### src/hw/rtl/gdn_pkg.sv
`default_nettype none

package gdn_pkg;

	// Operation codes carried in the request
	localparam logic [1:0] OpToSerial = 2'd0;
	localparam logic [1:0] OpToDate   = 2'd1;
	localparam logic [1:0] OpDiff     = 2'd2;

	// Calendar constants
	localparam int DaysPerYear  = 365;
	localparam int DaysLeapYear = 366;
	localparam int Centennial   = 100;

	// Floor division by 25 as (x * Recip25) >> RecipShift, exact for x below 43690
	localparam int RecipW     = 16;
	localparam int Recip25    = 41944;
	localparam int RecipShift = 20;

	// Year estimate from a day number: (n * EstMul) >> EstShift, about n / 365.2425
	localparam int EstW     = 16;
	localparam int EstMul   = 45935;
	localparam int EstShift = 24;

	typedef struct packed {
		logic [1:0]  op;
		logic [4:0]  day_a;
		logic [3:0]  month_a;
		logic [13:0] year_a;
		logic [4:0]  day_b;
		logic [3:0]  month_b;
		logic [13:0] year_b;
		logic [21:0] serial_in;
	} req_t;

	typedef struct packed {
		logic signed [22:0] serial_out;
		logic [4:0]         day_out;
		logic [3:0]         month_out;
		logic [13:0]        year_out;
		logic               bad_input;
	} rsp_t;

	// Microcode
	localparam int StepW = 6;
	typedef logic [StepW-1:0] step_t;

	typedef enum logic [2:0] {
		YR_HOLD     = 3'd0,
		YR_LOAD_A   = 3'd1,
		YR_LOAD_B   = 3'd2,
		YR_LOAD_EST = 3'd3,
		YR_SEARCH   = 3'd4
	} yr_src_t;

	typedef enum logic [1:0] {
		ACC_HOLD = 2'd0,
		ACC_LOAD = 2'd1,
		ACC_SUB  = 2'd2
	} acc_op_t;

	typedef enum logic [2:0] {
		COND_NEXT   = 3'd0,
		COND_ALWAYS = 3'd1,
		COND_BAD    = 3'd2,
		COND_OP1    = 3'd3,
		COND_OP2    = 3'd4,
		COND_MOVE   = 3'd5
	} cond_t;

	typedef struct packed {
		yr_src_t yr_src;
		logic    plus1;
		logic    cap_lo;
		logic    cap_hi;
		logic    num_en;
		logic    use_b;
		acc_op_t acc_op;
		logic    rem_en;
		logic    mon_en;
		logic    day_en;
		logic    done;
		cond_t   cond;
		step_t   target;
	} ctrl_t;

	typedef struct packed {
		logic bad;
		logic op1;
		logic op2;
		logic move;
	} stat_t;

	// Program entry points
	localparam step_t StepB0   = step_t'(10);
	localparam step_t StepA2   = step_t'(17);
	localparam step_t StepY0   = step_t'(24);
	localparam step_t StepLoop = step_t'(25);
	localparam step_t StepDone = step_t'(33);

	// Control store
	function automatic ctrl_t rom_word(step_t s);
		ctrl_t w;
		w = '0;
		case (s)
			// dispatch
			step_t'(0): begin w.cond = COND_BAD; w.target = StepDone; end
			step_t'(1): begin w.cond = COND_OP1; w.target = StepY0; end
			step_t'(2): begin w.cond = COND_OP2; w.target = StepB0; end
			// date A to number
			step_t'(3): w.yr_src = YR_LOAD_A;
			step_t'(4): w.plus1 = 1'b0;
			step_t'(5): w.plus1 = 1'b1;
			step_t'(6): w.cap_lo = 1'b1;
			step_t'(7): w.cap_hi = 1'b1;
			step_t'(8): w.num_en = 1'b1;
			step_t'(9): begin
				w.acc_op = ACC_LOAD; w.cond = COND_ALWAYS; w.target = StepDone;
			end
			// difference: date B first
			step_t'(10): w.yr_src = YR_LOAD_B;
			step_t'(11): w.plus1 = 1'b0;
			step_t'(12): w.plus1 = 1'b1;
			step_t'(13): w.cap_lo = 1'b1;
			step_t'(14): w.cap_hi = 1'b1;
			step_t'(15): begin w.num_en = 1'b1; w.use_b = 1'b1; end
			step_t'(16): w.acc_op = ACC_LOAD;
			// then subtract date A
			step_t'(17): w.yr_src = YR_LOAD_A;
			step_t'(18): w.plus1 = 1'b0;
			step_t'(19): w.plus1 = 1'b1;
			step_t'(20): w.cap_lo = 1'b1;
			step_t'(21): w.cap_hi = 1'b1;
			step_t'(22): w.num_en = 1'b1;
			step_t'(23): begin
				w.acc_op = ACC_SUB; w.cond = COND_ALWAYS; w.target = StepDone;
			end
			// number to date: estimate, then walk the year
			step_t'(24): w.yr_src = YR_LOAD_EST;
			step_t'(25): w.plus1 = 1'b0;
			step_t'(26): w.plus1 = 1'b1;
			step_t'(27): w.cap_lo = 1'b1;
			step_t'(28): w.cap_hi = 1'b1;
			step_t'(29): begin
				w.yr_src = YR_SEARCH; w.cond = COND_MOVE; w.target = StepLoop;
			end
			step_t'(30): w.rem_en = 1'b1;
			step_t'(31): w.mon_en = 1'b1;
			step_t'(32): w.day_en = 1'b1;
			step_t'(33): w.done = 1'b1;
			default: w.done = 1'b1;
		endcase
		return w;
	endfunction

	// Days in the months before month m
	function automatic logic [8:0] cum_days(logic [3:0] m, logic leap);
		logic [8:0] c;
		case (m)
			4'd1:    c = 9'd0;
			4'd2:    c = 9'd31;
			4'd3:    c = 9'd59;
			4'd4:    c = 9'd90;
			4'd5:    c = 9'd120;
			4'd6:    c = 9'd151;
			4'd7:    c = 9'd181;
			4'd8:    c = 9'd212;
			4'd9:    c = 9'd243;
			4'd10:   c = 9'd273;
			4'd11:   c = 9'd304;
			4'd12:   c = 9'd334;
			default: c = 9'd0;
		endcase
		if (leap && m > 4'd2) begin
			c = c + 9'd1;
		end
		return c;
	endfunction

	// Month holding day offset rem within its year
	function automatic logic [3:0] month_of(logic [8:0] rem, logic leap);
		logic [3:0] m;
		m = 4'd1;
		for (int k = 2; k <= 12; k++) begin
			if (rem >= cum_days(4'(k), leap)) begin
				m = m + 4'd1;
			end
		end
		return m;
	endfunction

endpackage

`default_nettype wire

### src/hw/rtl/gregorian_day_number_converter.sv
`default_nettype none

// Gregorian date / day-number converter, year 0 as epoch and counted leap.
// Request channel (req_valid, req_stall, req): one transfer carries an op and
// its operands. Op 0 gives the day number of date A (0000-01-01 is 1), op 1
// turns serial_in into a date (0 is 0000-01-01), op 2 gives B minus A.
// Result channel (rsp_valid, rsp_stall, rsp): one transfer per request, with
// bad_input set and every other field zero for a bad month, a year above
// MAX_YEAR, a day number past the last day of MAX_YEAR, or op 3.
// Each op runs its own program from the control store; op 1 repeats a year
// probe until the day number lies inside the probed year, and a bad request
// jumps straight to the last step. Each probe is paced by the two-stage
// year-days unit shared by all ops, driven from the control store.
// One request is worked on at a time; the next is taken once the current
// result sits in the output register. A stalled result holds its value; the
// program waits at its last step until the output register is free.
// Reset clears the sequencer and the result valid flag.
module gregorian_day_number_converter #(
	parameter int MAX_YEAR = 9999
) (
	input  wire logic          clk,
	input  wire logic          arst_n,
	input  wire logic          req_valid,
	output logic               req_stall,
	input  wire gdn_pkg::req_t req,
	output logic               rsp_valid,
	input  wire logic          rsp_stall,
	output gdn_pkg::rsp_t      rsp
);

	gdn_pkg::ctrl_t ctrl;
	gdn_pkg::stat_t stat;
	logic           accept;
	logic           out_load;

	gdn_sequencer u_sequencer (
		.clk       (clk),
		.arst_n    (arst_n),
		.req_valid (req_valid),
		.req_stall (req_stall),
		.rsp_valid (rsp_valid),
		.rsp_stall (rsp_stall),
		.stat      (stat),
		.ctrl      (ctrl),
		.accept    (accept),
		.out_load  (out_load)
	);

	gdn_datapath #(
		.MAX_YEAR (MAX_YEAR)
	) u_datapath (
		.clk      (clk),
		.arst_n   (arst_n),
		.req      (req),
		.accept   (accept),
		.ctrl     (ctrl),
		.out_load (out_load),
		.stat     (stat),
		.rsp      (rsp)
	);

endmodule

`default_nettype wire

### src/hw/rtl/gdn_year_days.sv
`default_nettype none

// Days in all years before the given one, two register stages deep
module gdn_year_days #(
	parameter int YW = 14,
	parameter int SW = 22
) (
	input  wire logic          clk,
	input  wire logic [YW-1:0] year,
	output logic      [SW-1:0] days
);

	localparam int EW = YW + 8;
	localparam int PW = EW + gdn_pkg::RecipW;

	logic [EW-1:0] ext;
	logic [EW-1:0] q4;
	logic [EW-1:0] x25;
	logic [YW-1:0] y_s1;
	logic [YW-1:0] c4_s1;
	logic [PW-1:0] prod_s1;
	logic [EW-1:0] c100;
	logic [EW-1:0] c400;
	logic [SW-1:0] days_s2;

	// Quarter counts, and the hundreds count by reciprocal of 25
	assign ext = EW'(year);
	assign q4  = (ext + EW'(3)) >> 2;
	assign x25 = (ext + EW'(gdn_pkg::Centennial - 1)) >> 2;

	always_ff @(posedge clk) begin
		y_s1    <= year;
		c4_s1   <= YW'(q4);
		prod_s1 <= PW'(x25) * PW'(gdn_pkg::Recip25);
	end

	// Ceilings of y/100 and y/400
	assign c100 = EW'(prod_s1 >> gdn_pkg::RecipShift);
	assign c400 = (c100 + EW'(3)) >> 2;

	always_ff @(posedge clk) begin
		days_s2 <= SW'(y_s1) * SW'(gdn_pkg::DaysPerYear) + SW'(c4_s1)
			- SW'(c100) + SW'(c400);
	end

	assign days = days_s2;

endmodule

`default_nettype wire

### src/hw/rtl/gdn_datapath.sv
`default_nettype none

module gdn_datapath #(
	parameter int MAX_YEAR = 9999
) (
	input  wire logic            clk,
	input  wire logic            arst_n,
	input  wire gdn_pkg::req_t   req,
	input  wire logic            accept,
	input  wire gdn_pkg::ctrl_t  ctrl,
	input  wire logic            out_load,
	output gdn_pkg::stat_t       stat,
	output gdn_pkg::rsp_t        rsp
);

	localparam int YW = $clog2(MAX_YEAR + 2);
	localparam int SW = $clog2(366 * (MAX_YEAR + 3));
	localparam int AW = SW + 1;
	localparam int MW = SW + gdn_pkg::EstW;
	localparam int LastSerial = 365 * (MAX_YEAR + 1) + (MAX_YEAR + 4) / 4
		- (MAX_YEAR + 100) / 100 + (MAX_YEAR + 400) / 400;

	gdn_pkg::req_t     req_q;
	logic              bad_q;
	logic [SW-1:0]     sn_q;
	logic [YW-1:0]     yr_q;
	logic [SW-1:0]     lo_q;
	logic [SW-1:0]     hi_q;
	logic [SW-1:0]     num_q;
	logic signed [AW-1:0] acc_q;
	logic [8:0]        rem_q;
	logic [3:0]        mon_q;
	logic [4:0]        day_q;
	gdn_pkg::rsp_t     rsp_q;

	logic              ok_a;
	logic              ok_b;
	logic              sn_ok;
	logic              bad_in;
	logic [YW-1:0]     unit_year;
	logic [SW-1:0]     unit_days;
	logic [MW-1:0]     est_prod;
	logic [MW-1:0]     est_raw;
	logic [YW-1:0]     est;
	logic              lo_gt;
	logic              hi_le;
	logic              leap;
	logic [3:0]        sel_month;
	logic [4:0]        sel_day;
	logic [8:0]        day_off;
	gdn_pkg::rsp_t     rsp_d;

	// Range checks on the incoming request
	assign ok_a  = req.month_a >= 4'd1 && req.month_a <= 4'd12
		&& 32'(req.year_a) <= 32'(MAX_YEAR);
	assign ok_b  = req.month_b >= 4'd1 && req.month_b <= 4'd12
		&& 32'(req.year_b) <= 32'(MAX_YEAR);
	assign sn_ok = 32'(req.serial_in) < 32'(LastSerial);

	always_comb begin
		case (req.op)
			gdn_pkg::OpToSerial: bad_in = !ok_a;
			gdn_pkg::OpToDate:   bad_in = !sn_ok;
			gdn_pkg::OpDiff:     bad_in = !(ok_a && ok_b);
			default:             bad_in = 1'b1;
		endcase
	end

	// Hold the request for the length of the program
	always_ff @(posedge clk) begin
		if (accept) begin
			req_q <= req;
			bad_q <= bad_in;
			sn_q  <= SW'(req.serial_in);
		end
	end

	// Shared year-days unit
	assign unit_year = yr_q + YW'(ctrl.plus1);

	gdn_year_days #(
		.YW (YW),
		.SW (SW)
	) u_year_days (
		.clk  (clk),
		.year (unit_year),
		.days (unit_days)
	);

	// Starting year for the search, clamped to the last legal year
	assign est_prod = MW'(sn_q) * MW'(gdn_pkg::EstMul);
	assign est_raw  = est_prod >> gdn_pkg::EstShift;
	assign est      = (est_raw > MW'(MAX_YEAR)) ? YW'(MAX_YEAR) : YW'(est_raw);

	assign lo_gt = lo_q > sn_q;
	assign hi_le = hi_q <= sn_q;
	assign leap  = (hi_q - lo_q) == SW'(gdn_pkg::DaysLeapYear);

	// Year register: load, or step towards the year holding the day number
	always_ff @(posedge clk) begin
		case (ctrl.yr_src)
			gdn_pkg::YR_LOAD_A:   yr_q <= YW'(req_q.year_a);
			gdn_pkg::YR_LOAD_B:   yr_q <= YW'(req_q.year_b);
			gdn_pkg::YR_LOAD_EST: yr_q <= est;
			gdn_pkg::YR_SEARCH: begin
				if (lo_gt) begin
					yr_q <= yr_q - YW'(1);
				end else if (hi_le) begin
					yr_q <= yr_q + YW'(1);
				end
			end
			default: ;
		endcase
	end

	// Capture year boundaries from the unit
	always_ff @(posedge clk) begin
		if (ctrl.cap_lo) begin
			lo_q <= unit_days;
		end
		if (ctrl.cap_hi) begin
			hi_q <= unit_days;
		end
	end

	// Day number of the selected date
	assign sel_month = ctrl.use_b ? req_q.month_b : req_q.month_a;
	assign sel_day   = ctrl.use_b ? req_q.day_b : req_q.day_a;

	always_ff @(posedge clk) begin
		if (ctrl.num_en) begin
			num_q <= lo_q + SW'(gdn_pkg::cum_days(sel_month, leap)) + SW'(sel_day);
		end
	end

	// Accumulate the signed result
	always_ff @(posedge clk) begin
		case (ctrl.acc_op)
			gdn_pkg::ACC_LOAD: acc_q <= signed'({1'b0, num_q});
			gdn_pkg::ACC_SUB:  acc_q <= acc_q - signed'({1'b0, num_q});
			default: ;
		endcase
	end

	// Split the day offset into month and day
	assign day_off = rem_q - gdn_pkg::cum_days(mon_q, leap) + 9'd1;

	always_ff @(posedge clk) begin
		if (ctrl.rem_en) begin
			rem_q <= 9'(sn_q - lo_q);
		end
		if (ctrl.mon_en) begin
			mon_q <= gdn_pkg::month_of(rem_q, leap);
		end
		if (ctrl.day_en) begin
			day_q <= 5'(day_off);
		end
	end

	// Assemble the result; unused fields stay zero
	always_comb begin
		rsp_d = '0;
		if (bad_q) begin
			rsp_d.bad_input = 1'b1;
		end else if (req_q.op == gdn_pkg::OpToDate) begin
			rsp_d.day_out   = day_q;
			rsp_d.month_out = mon_q;
			rsp_d.year_out  = 14'(yr_q);
		end else begin
			rsp_d.serial_out = 23'(acc_q);
		end
	end

	// Output register
	always_ff @(posedge clk) begin
		if (out_load) begin
			rsp_q <= rsp_d;
		end
	end

	assign rsp = rsp_q;

	assign stat.bad  = bad_q;
	assign stat.op1  = req_q.op == gdn_pkg::OpToDate;
	assign stat.op2  = req_q.op == gdn_pkg::OpDiff;
	assign stat.move = lo_gt || hi_le;

	// A valid year spans 365 or 366 days
	a_year_len: assert property (@(posedge clk) disable iff (!arst_n)
		ctrl.num_en |-> (hi_q - lo_q == SW'(gdn_pkg::DaysPerYear))
			|| (hi_q - lo_q == SW'(gdn_pkg::DaysLeapYear)))
		else $error("year length out of range");

	// Day offset stays inside the found year
	a_rem_in_year: assert property (@(posedge clk) disable iff (!arst_n)
		ctrl.mon_en |-> rem_q < (leap ? 9'd366 : 9'd365))
		else $error("day offset beyond year end");

	// Search never leaves the legal years
	a_search_year: assert property (@(posedge clk) disable iff (!arst_n)
		ctrl.yr_src == gdn_pkg::YR_SEARCH |-> yr_q <= YW'(MAX_YEAR))
		else $error("search year above limit");

endmodule

`default_nettype wire

### src/hw/rtl/gdn_sequencer.sv
`default_nettype none

module gdn_sequencer (
	input  wire logic           clk,
	input  wire logic           arst_n,
	input  wire logic           req_valid,
	output logic                req_stall,
	output logic                rsp_valid,
	input  wire logic           rsp_stall,
	input  wire gdn_pkg::stat_t stat,
	output gdn_pkg::ctrl_t      ctrl,
	output logic                accept,
	output logic                out_load
);

	logic            busy_q;
	gdn_pkg::step_t  step_q;
	logic            out_valid_q;
	gdn_pkg::ctrl_t  word;
	logic            jump;
	logic            out_free;

	// Fetch the control word; quiet when idle
	assign word = gdn_pkg::rom_word(step_q);
	assign ctrl = busy_q ? word : '0;

	always_comb begin
		case (word.cond)
			gdn_pkg::COND_NEXT:   jump = 1'b0;
			gdn_pkg::COND_ALWAYS: jump = 1'b1;
			gdn_pkg::COND_BAD:    jump = stat.bad;
			gdn_pkg::COND_OP1:    jump = stat.op1;
			gdn_pkg::COND_OP2:    jump = stat.op2;
			gdn_pkg::COND_MOVE:   jump = stat.move;
			default:              jump = 1'b0;
		endcase
	end

	assign req_stall = busy_q;
	assign accept    = req_valid && !busy_q;
	assign out_free  = !out_valid_q || !rsp_stall;
	assign out_load  = busy_q && word.done && out_free;
	assign rsp_valid = out_valid_q;

	// Advance the step counter; hold at the final step until the result slot frees
	always_ff @(posedge clk or negedge arst_n) begin
		if (!arst_n) begin
			busy_q      <= 1'b0;
			step_q      <= '0;
			out_valid_q <= 1'b0;
		end else begin
			if (accept) begin
				busy_q <= 1'b1;
				step_q <= '0;
			end else if (busy_q) begin
				if (word.done) begin
					if (out_free) begin
						busy_q <= 1'b0;
					end
				end else if (jump) begin
					step_q <= word.target;
				end else begin
					step_q <= step_q + gdn_pkg::step_t'(1);
				end
			end
			if (out_load) begin
				out_valid_q <= 1'b1;
			end else if (!rsp_stall) begin
				out_valid_q <= 1'b0;
			end
		end
	end

	a_step_range: assert property (@(posedge clk) disable iff (!arst_n)
		busy_q |-> step_q <= gdn_pkg::StepDone)
		else $error("step counter past program end");

	a_finish: assert property (@(posedge clk) disable iff (!arst_n)
		out_load |=> !busy_q && rsp_valid)
		else $error("result load did not end the item");

	a_start: assert property (@(posedge clk) disable iff (!arst_n)
		(req_valid && !req_stall) |=> busy_q && step_q == '0)
		else $error("program did not start at step zero");

endmodule

`default_nettype wire
### config.mk
export PLATFORM = sky130hd
export DESIGN_NAME = gregorian_day_number_converter
export DESIGN_NICKNAME = d
export VERILOG_FILES = /design/src/hw/rtl/gdn_pkg.sv /design/src/hw/rtl/gregorian_day_number_converter.sv /design/src/hw/rtl/gdn_year_days.sv /design/src/hw/rtl/gdn_datapath.sv /design/src/hw/rtl/gdn_sequencer.sv
export SDC_FILE = /design/constraint.sdc
export NUM_CORES = 2
export LEC_CHECK = 0
export BUFFER_PORTS_ARGS = -buffer_cell sky130_fd_sc_hd__buf_4
export CORE_UTILIZATION = 30
export DETAILED_ROUTE_END_ITERATION = 16
export PLACE_DENSITY = 0.5
export SLEW_MARGIN = 20
export SYNTH_ARGS = -nofsm -noshare
export SYNTH_HDL_FRONTEND = slang
export SYNTH_HIERARCHICAL = 1
export SYNTH_SLANG_ARGS = --single-unit
### constraint.sdc
create_clock -name clk -period 13.4 [get_ports clk]
set_clock_uncertainty 0.05 [all_clocks]
set_input_delay 1.34 -clock clk [delete_from_list [all_inputs] [get_ports clk]]
set_output_delay 1.34 -clock clk [all_outputs]
set_load 0.1 [all_outputs]
==> results.py <==
metrics = {
    "outcome": {
        "status": "finished, final reports clean",
    },
    "clocking": {
        "clk_latency_ns": 0.61,
        "ctsHoldBuffers": 0,
        "cts_setup_buffers": 0,
        "cts_sinks": 310,
        "cts_buffers": 39,
        "cts_max_level": 2,
        "cts_max_path_buffers": 3,
        "tritoncts": "done",
        "cts.clk_slew.worst_paths_ns": 0.06,
        "cts_root_buf": "clkbuf_16",
        "cts_resized": 0,
    },
    "placed_design": {
        "gp_congestion": 0.8645,
        "dp_slack_ns": 2.483,
        "dp_hpwl_um": 68530,
        "port_buffers": 122,
    },
    "die": {
        "rows": 120,
        "die_h_um": 332.4,
        "ios": 123,
        "die_x_um": 332.4,
        "die_area_um2": 110500,
        "start_util_pct": 30.42,
        "coreArea_um2": 107700,
    },
    "setup_path": {
        "max_stage_delay_ns": 0.58,
        "cp_common_cell": "ha_1",
        "crit_slowest_cell": "fa_1",
        "crit_type": "reg -> reg",
        "start_kind": "register",
        "worstPathRequired_ns": 13.84,
        "path_max_fanout": 7,
        "rr_startpoint": "u_datapath/lo_q[1]$_DFFE_PP_",
        "rrSetupSlack_ns": 2.37,
        "critPathArrivalTime_ns": 11.46,
        "end_kind": "register",
        "r2r_cells": 44,
    },
    "hold_path": {
        "min_to": "u_datapath/lo_q[2]$_DFFE_PP_",
        "hp-start": "u_datapath/u_year_days/days[2]$_DFF_P_",
        "hp-class": "reg -> reg",
        "whs_path_depth": 0,
    },
    "layout": {
        "post-route-util_pct": 34.10,
        "n_antenna_cell": 0,
        "fill_cells": 11010,
        "multi_input_area_um2": 21620,
        "layout.nets": 4205,
        "regArea_um2": 8638,
        "area_delta_synth_final_pct": 12.08,
        "drive_above_1_share_pct": 8.455,
    },
    "yosys": {
        "synth.cell_area_um2": 32750,
        "syn_area_per_cell_um2": 10.23,
        "syn_inst": 3202,
        "yosys_warnings": 6,
        "synth_fp_nets": 4079,
    },
    "sta": {
        "hold_viol": 0,
        "rsz0062_at_grt": "false",
        "worst_pin_slew_ns": 1.082,
        "fin_crit_ns": 11.03,
        "fin_setup_tns_ns": 0,
        "final-max-slew-violation-count": 0,
        "final.setup.worst_slack_ns": 2.375,
        "setup_violations": 0,
        "timing.fmax_ghz": 0.09070,
        "timing.final.crit_share_pct": 82.28,
        "slew_headroom_pct": 26.93,
    },
    "route": {
        "avgRoutedWirePerCell_um": 17.34,
        "drt_iter0_drc": 1223,
        "via_count": 22310,
        "drc_errors": 0,
        "viasPerCell": 4.684,
        "drtPass1Iterations": 5,
        "finalWirelength_um": 82560,
        "antenna_left": 0,
    },
    "run": {
        "drv_cap": 0,
    },
    "global_route": {
        "grt_pass1_wl_um": 131200,
        "grt_start_max_net_pins": 44,
        "grt-ovfl-total": 0,
        "antenna_found_initial": 0,
        "grt_use_total_pct": 15.20,
        "grt_pass1_vias": 22820,
    },
}
-- metrics by stage --
step	std cells	hold WS [ns]	area (um^2)
floorplan	3202	0.3537	32750
global placement	4690	0.3605	35360
detailed placement	4690	0.3633	35360
CTS	4762	0.3770	36700
global route	4762	0.3798	36710
finish	4762	0.3753	36710
-- routing by layer --
layer / GRT usage (%) / up-vias / wire length [um]
met2: 24.65 / 360 / 37940
met3: 2.320 / 88 / 3134
met4: 3.989 / 0 / 1940
met5: 0 / - / 0
li1: - / 11140 / -
met1: 20.99 / 10720 / 39540
-- sequential cells by signal, indices dropped and copies added, names as in the netlist, 13 cells and up, named ones only --
name,cells
u_datapath/u_year_days/days,22
u_datapath/u_year_days/y_s1,14
u_datapath/yr_q,14
u_datapath/num_q,22
u_datapath/rsp,47
u_datapath/hi_q,22
u_datapath/sn_q,22
u_datapath/acc_q,23
u_datapath/lo_q,22
u_datapath/req_q,48
u_datapath/u_year_days/c4_s1,13
-- area by class of cell --
| class | instances | area share, % |
|---|---|---|
| Inverter | 606 | 6.197 |
| Tap cell | 1403 | 4.783 |
| Multi-Input combinational cell | 2227 | 58.90 |
| Clock buffer | 55 | 3.252 |
| Sequential cell | 310 | 23.53 |
| Timing Repair Buffer | 144 | 2.945 |
| Clock inverter | 17 | 0.3886 |
-- worst max-delay path by stage --
stage,endpoint,cells past startpoint,startpoint
floorplan,register,44,u_datapath/lo_q[1]$_DFFE_PP_
global placement,register,44,u_datapath/lo_q[1]$_DFFE_PP_
detailed placement,register,44,u_datapath/lo_q[1]$_DFFE_PP_
CTS,register,44,u_datapath/lo_q[1]$_DFFE_PP_
global route,register,44,u_datapath/lo_q[1]$_DFFE_PP_
finish,register,44,u_datapath/lo_q[1]$_DFFE_PP_
-- critical path: cells and delay by family (launching register included) --
kind	cells	cell delay, ns
compound gates	15	3.59
buf+inv	5	0.62
fa+ha+maj	8	2.81
xor+xnor	2	0.70
flops	1	0.43
mux	2	0.74
simple gates	12	1.98
-- layout by cell type, fill, tap and decap left out, drive strengths merged, types with 16 or more instances in the layout --
master	count
xor2	59
xnor2	119
nor3	46
nor2	132
o21a	22
fa	312
o21ai	118
inv	609
a31oi	24
ha	491
clkbuf	55
mux2i	25
nand3	55
a21o	71
nand4	34
and3	17
o31ai	16
and2	67
dfxtp	63
buf	144
a21oi	127
a211oi	19
edfxtp	239
nand2b	33
or3	17
nor2b	41
nand2	141
nor4	19
Power is left out: the tool's default activity adds up to more than one toggle a clock period on the data nets, which glitch-free logic cannot reach.
